$ cat src/rtl/alid_pkg.sv
// ----------------------------------------------------------------------------
// alid_pkg
// Shared types and codes for the ordered list block: request opcodes, the
// per-cell move code and the control bundle handed to every list cell.
// ----------------------------------------------------------------------------
package alid_pkg;

    // element width
    localparam int DATA_W = 32;

    // request opcodes
    localparam logic [1:0] OP_APPEND = 2'd0;
    localparam logic [1:0] OP_INSERT = 2'd1;
    localparam logic [1:0] OP_DELETE = 2'd2;
    localparam logic [1:0] OP_READ   = 2'd3;

    // what a cell loads into its entry this cycle
    typedef enum logic [1:0] {
        CELL_HOLD       = 2'd0,
        CELL_LOAD       = 2'd1,
        CELL_FROM_BELOW = 2'd2,
        CELL_FROM_ABOVE = 2'd3
    } cell_op_t;

    // control bundle for one cell
    typedef struct packed {
        cell_op_t op;
        logic     bus_load;
    } cell_ctrl_t;

endpackage

$ cat src/rtl/alid_cell.sv
// ----------------------------------------------------------------------------
// alid_cell
// One list slot: holds an entry, moves it up or down the row on insert and
// delete, and passes read data one slot towards the head every cycle.
// ----------------------------------------------------------------------------
module alid_cell
    import alid_pkg::*;
(
    input  logic                     clk,
    input  cell_ctrl_t               ctrl,
    input  logic signed [DATA_W-1:0] value,
    input  logic signed [DATA_W-1:0] below,
    input  logic signed [DATA_W-1:0] above,
    input  logic signed [DATA_W-1:0] bus_above,
    output logic signed [DATA_W-1:0] entry,
    output logic signed [DATA_W-1:0] bus
);

    logic signed [DATA_W-1:0] entry_reg;
    logic signed [DATA_W-1:0] entry_next;
    logic signed [DATA_W-1:0] bus_reg;
    logic signed [DATA_W-1:0] bus_next;

    // entry move select
    always_comb
    begin
        unique case (ctrl.op)
            CELL_HOLD:       entry_next = entry_reg;
            CELL_LOAD:       entry_next = value;
            CELL_FROM_BELOW: entry_next = below;
            CELL_FROM_ABOVE: entry_next = above;
            default:         entry_next = entry_reg;
        endcase
    end

    // read bus: inject own entry when selected, else take from above
    always_comb
    begin
        bus_next = ctrl.bus_load ? entry_reg : bus_above;
    end

    // payload registers, no reset
    always_ff @(posedge clk)
    begin
        entry_reg <= entry_next;
        bus_reg   <= bus_next;
    end

    assign entry = entry_reg;
    assign bus   = bus_reg;

endmodule

$ cat config.mk
export PLATFORM = sky130hd
export DESIGN_NAME = alid_cell
export DESIGN_NICKNAME = d
export VERILOG_FILES = /design/src/rtl/alid_pkg.sv /design/src/rtl/alid_cell.sv
export SDC_FILE = /design/constraint.sdc
export NUM_CORES = 1
export LEC_CHECK = 0
export BUFFER_PORTS_ARGS = -buffer_cell sky130_fd_sc_hd__buf_2
export CORE_MARGIN = 4
export CORE_UTILIZATION = 44
export CTS_CLUSTER_SIZE = 16
export DETAILED_ROUTE_END_ITERATION = 12
export PLACE_DENSITY = 0.82
export SYNTH_ARGS = -nofsm -noshare
export SYNTH_HDL_FRONTEND = slang
export SYNTH_SLANG_ARGS = --single-unit
$ cat constraint.sdc
create_clock -name clk -period 3.75 [get_ports clk]
set_input_delay 0.5625 -clock clk [delete_from_list [all_inputs] [get_ports clk]]
set_output_delay 0.5625 -clock clk [all_outputs]
set_load 0.1 [all_outputs]
Word-level counts from Yosys, hierarchy flattened
Cells that the tools add are included.
Widths: inputs -> output; s select.

storage, ports and cells
  output and inout bits = 64
  register bits = 64
  logic and storage cells = 8
  input bits = 132

cells by class
  reductions and logical operators = 1
  multiplexer cells = 2
  equality and inequality tests = 3

operators by type and width
  kind                count
  $pmux 32 s3         1
  $mux 32             1
  $eq 2x2->1 const B  2
  $eq 2x1->1 const B  1
  $logic_not 2->1     1

Logic depth before layout (Yosys ltp)
  word-level depth = 2
  mapped depth = 4
  depth with buffers taken out = 2

Least setup slack after synthesis
OpenSTA, ideal clock, no wires.

  path type = input to register
  from = input port ctrl[1] (netlist bit)
  to = register entry_reg[0], in the netlist entry[0] (enable)
  library setup time = 0.375 ns
  stages = 3
  path buffers = 2
  slack = 2.080 ns
  required time = 3.375 ns
  arrival = 1.295 ns
  cell sequence = buf_6 > buf_12 > or2_2

on the way
  cells in the longest elaborated chain, start to end = 1

RTL lines
  item                  line             text
  start, declared       alid_cell.sv:10  input cell_ctrl_t ctrl,
  $logic_not 2->1       alid_cell.sv:27  unique case (ctrl.op)
  end signal, assigned  alid_cell.sv:45  entry_reg <= entry_next;
  end, declared         alid_cell.sv:19  logic signed [DATA_W-1:0] entry_reg;

Every way passes these cells.
A chain may end at the register's enable or synchronous reset.

Final worst setup path
  from = input port ctrl[1] (netlist bit)
  to = register entry_reg[9], in the netlist entry[9] (enable)

The elaborated chain is that of the path after synthesis.

==> impl_metrics.yaml <==
layout:
  antenna_cells: 0
  utilization_pct: 64.91
  final_cells: 481
  fillers: 484
  drive_above_1_share_pct: 59.85
  final_common_cell: "buf_2"
  area_growth_pct: 41.08
  nets: 533
placed_design:
  hpwlAfterDp_um: 5766
  placed_cells: 465
  gp_congestion: 0.7993
  dp_slack_ns: 1.606
  port-buffer-count: 195
sta:
  drv_slew: 0
  slew_headroom_pct: 43.17
  hold_viol: 0
  setup_ws_ns: 1.983
  max_freq_ghz: 0.5658
  worstMarginPinSlew_ns: 0.8525
  post-route-period-util_pct: 47.13
  rsz0062_at_grt: "false"
  finClkSkew_ns: 0.005630
  min_period_ns: 1.767
  tns_ns: 0
  setup-violations-final: 0
worst_hold_path:
  holdPathStages: 2
  hold_path.class: "in2reg"
  holdPathEnd: "bus[0]$_DFF_P_"
  min-delay-start: "bus_above[0]"
logic_synthesis:
  netlist_instances: 208
  synthAdderAreaFrac_pct: 0
  yosysTopAreaCellShare_pct: 34.86
  ys_warn_count: 0
  yosys-top-cells-area: "edfxtp_1 (35%), dfxtp_1 (23%), mux2i_1 (12%), mux2_2 (9.0%), a21oi_1 (5.8%)"
  synth_fp_nets: 340
  syn_avg_cell_area_um2: 13.25
  synth_xor_area_share_pct: 0
  synth-compound-area-share_pct: 5.810
  syn_area_um2: 2756
  yosysTopAreaCell: "edfxtp_1"
  ys_seq_area_share_pct: 58.10
  ys_ff_latch: 64
  yosysUniqueCellTypes: 13
  synth-simple-area-share_pct: 4.585
  synth_top_family_by_area: "multiplexers"
  synthMuxAreaShare_pct: 26.06
critical_path:
  r2r_cells: 1
  cp.arrival_ns: 1.72
  crit_fanout: 32
  criticalPathCategory: "in2reg"
  max_stage_delay_ns: 0.70
  end_kind: "flip-flop"
  crit_cells: 2
  slowest_stage: "or2_2"
  r2r-end: "bus[15]$_DFF_P_"
  worstPathCellList: "buf_2 > or2_2"
  crit_family: "simple AND/OR/NAND/NOR gates"
  cp_num_buf_inv: 1
  critPathLaunchType: "primary input"
  critPathRequiredTime_ns: 3.71
  reg2reg_from: "entry[15]$_DFFE_PP_"
  regToRegSetupSlack_ns: 2.92
routing:
  vias: 2262
  avgViaCountPerCell: 4.703
  drt_pass1_iterations: 4
  totalWireLength_um: 7410
  ant_nets: 0
  avgRoutedWirePerCell_um: 15.41
  drt_iter0_drc: 54
  drc_errors: 0
pwr:
  ir_drop_uv: 344.2
  power.density_nw_per_um2: 594.6
  p_leak_nw: 1.930
global_routing:
  grt_first_pass_wirelength_um: 10870
  gr-total-overflow: 0
  grt_max_degree: 65
  track_usage_pct: 18.72
  grt_antenna_before_repair: 0
  grt_pass1_vias: 2371
clocking:
  cts.clk_slew.worst_paths_ns: 0.07
  clk_latency_ns: 0.33
  cts_setup_buffers: 0
  cts_buffers: 9
  cts_tree: "yes"
  clockBufferDepth: 2
  postCtsHoldBufs: 0
  cts_resized: 0
  htreeDepth: 3
  clock_sinks: 64
  cts_root_buffer: "clkbuf_8"
die:
  die_w_um: 87.15
  core-area_um2: 5991
  initial_core_util_pct: 46.01
  dieArea_um2: 7595
  pin_count: 196
  rows: 28
  die_h_um: 87.15
run:
  maxCapViolations: 0
run_status:
  outcome: "complete, no violations"
-- area by class of cell --
type / count / area, um2 / share of cell area, %
sequential: 64 / 1602 / 41.18
multi-input combinational: 129 / 1005 / 25.84
timing repair buffer: 197 / 991.0 / 25.48
clock buffer: 12 / 155.1 / 3.990
tap: 75 / 93.84 / 2.413
clock inverter: 4 / 42.54 / 1.094
-- worst max-delay path by stage --
stage,startpoint,to,slack (ns)
after floorplan,ctrl[1],entry[0]$_DFFE_PP_,2.08
after global placement,ctrl[1],entry[11]$_DFFE_PP_,1.64
after detailed placement,ctrl[1],entry[11]$_DFFE_PP_,1.61
after CTS,ctrl[1],entry[17]$_DFFE_PP_,1.96
after global routing,ctrl[1],entry[15]$_DFFE_PP_,1.89
final,ctrl[1],entry[9]$_DFFE_PP_,1.98
-- cell families after synthesis --
| logic type | Yosys count |
|---|---|
| simple gates | 33 |
| flops | 64 |
| compound gates | 32 |
| buf+inv | 15 |
| mux | 64 |
-- Yosys cell counts (all sizes together) --
library cell  instances
mux2                 32
buf                  12
edfxtp               32
a21oi                32
nor2                 32
or2                   1
mux2i                32
clkbuf                3
dfxtp                32
-- where the power goes --
part           internal, mW  total (mW)  switching, mW  leakage (nW)
combinational         0.168       0.866          0.698          1.24
clock                 0.338       0.592          0.254         0.101
sequential            0.823       0.854         0.0304         0.592
-- through the flow --
stage,hold slack [ns],power (mW),instance area [um2]
after floorplan,0.7059,1.582,2756
after global placement,0.4782,1.728,3691
after detailed placement,0.4888,1.740,3691
after CTS,0.4467,2.326,3889
after global routing,0.4466,2.394,3889
final,0.4593,2.312,3889
-- layer usage --
metal,part of all wire [%],vias up,global-route usage (%)
met1,36,1003,20.65
li1,-,1129,-
met4,1.9,0,8.229
met3,10,12,5.014
met5,0,-,0
met2,52,118,33.54
Note: power is estimated with default switching activity, not from simulation.
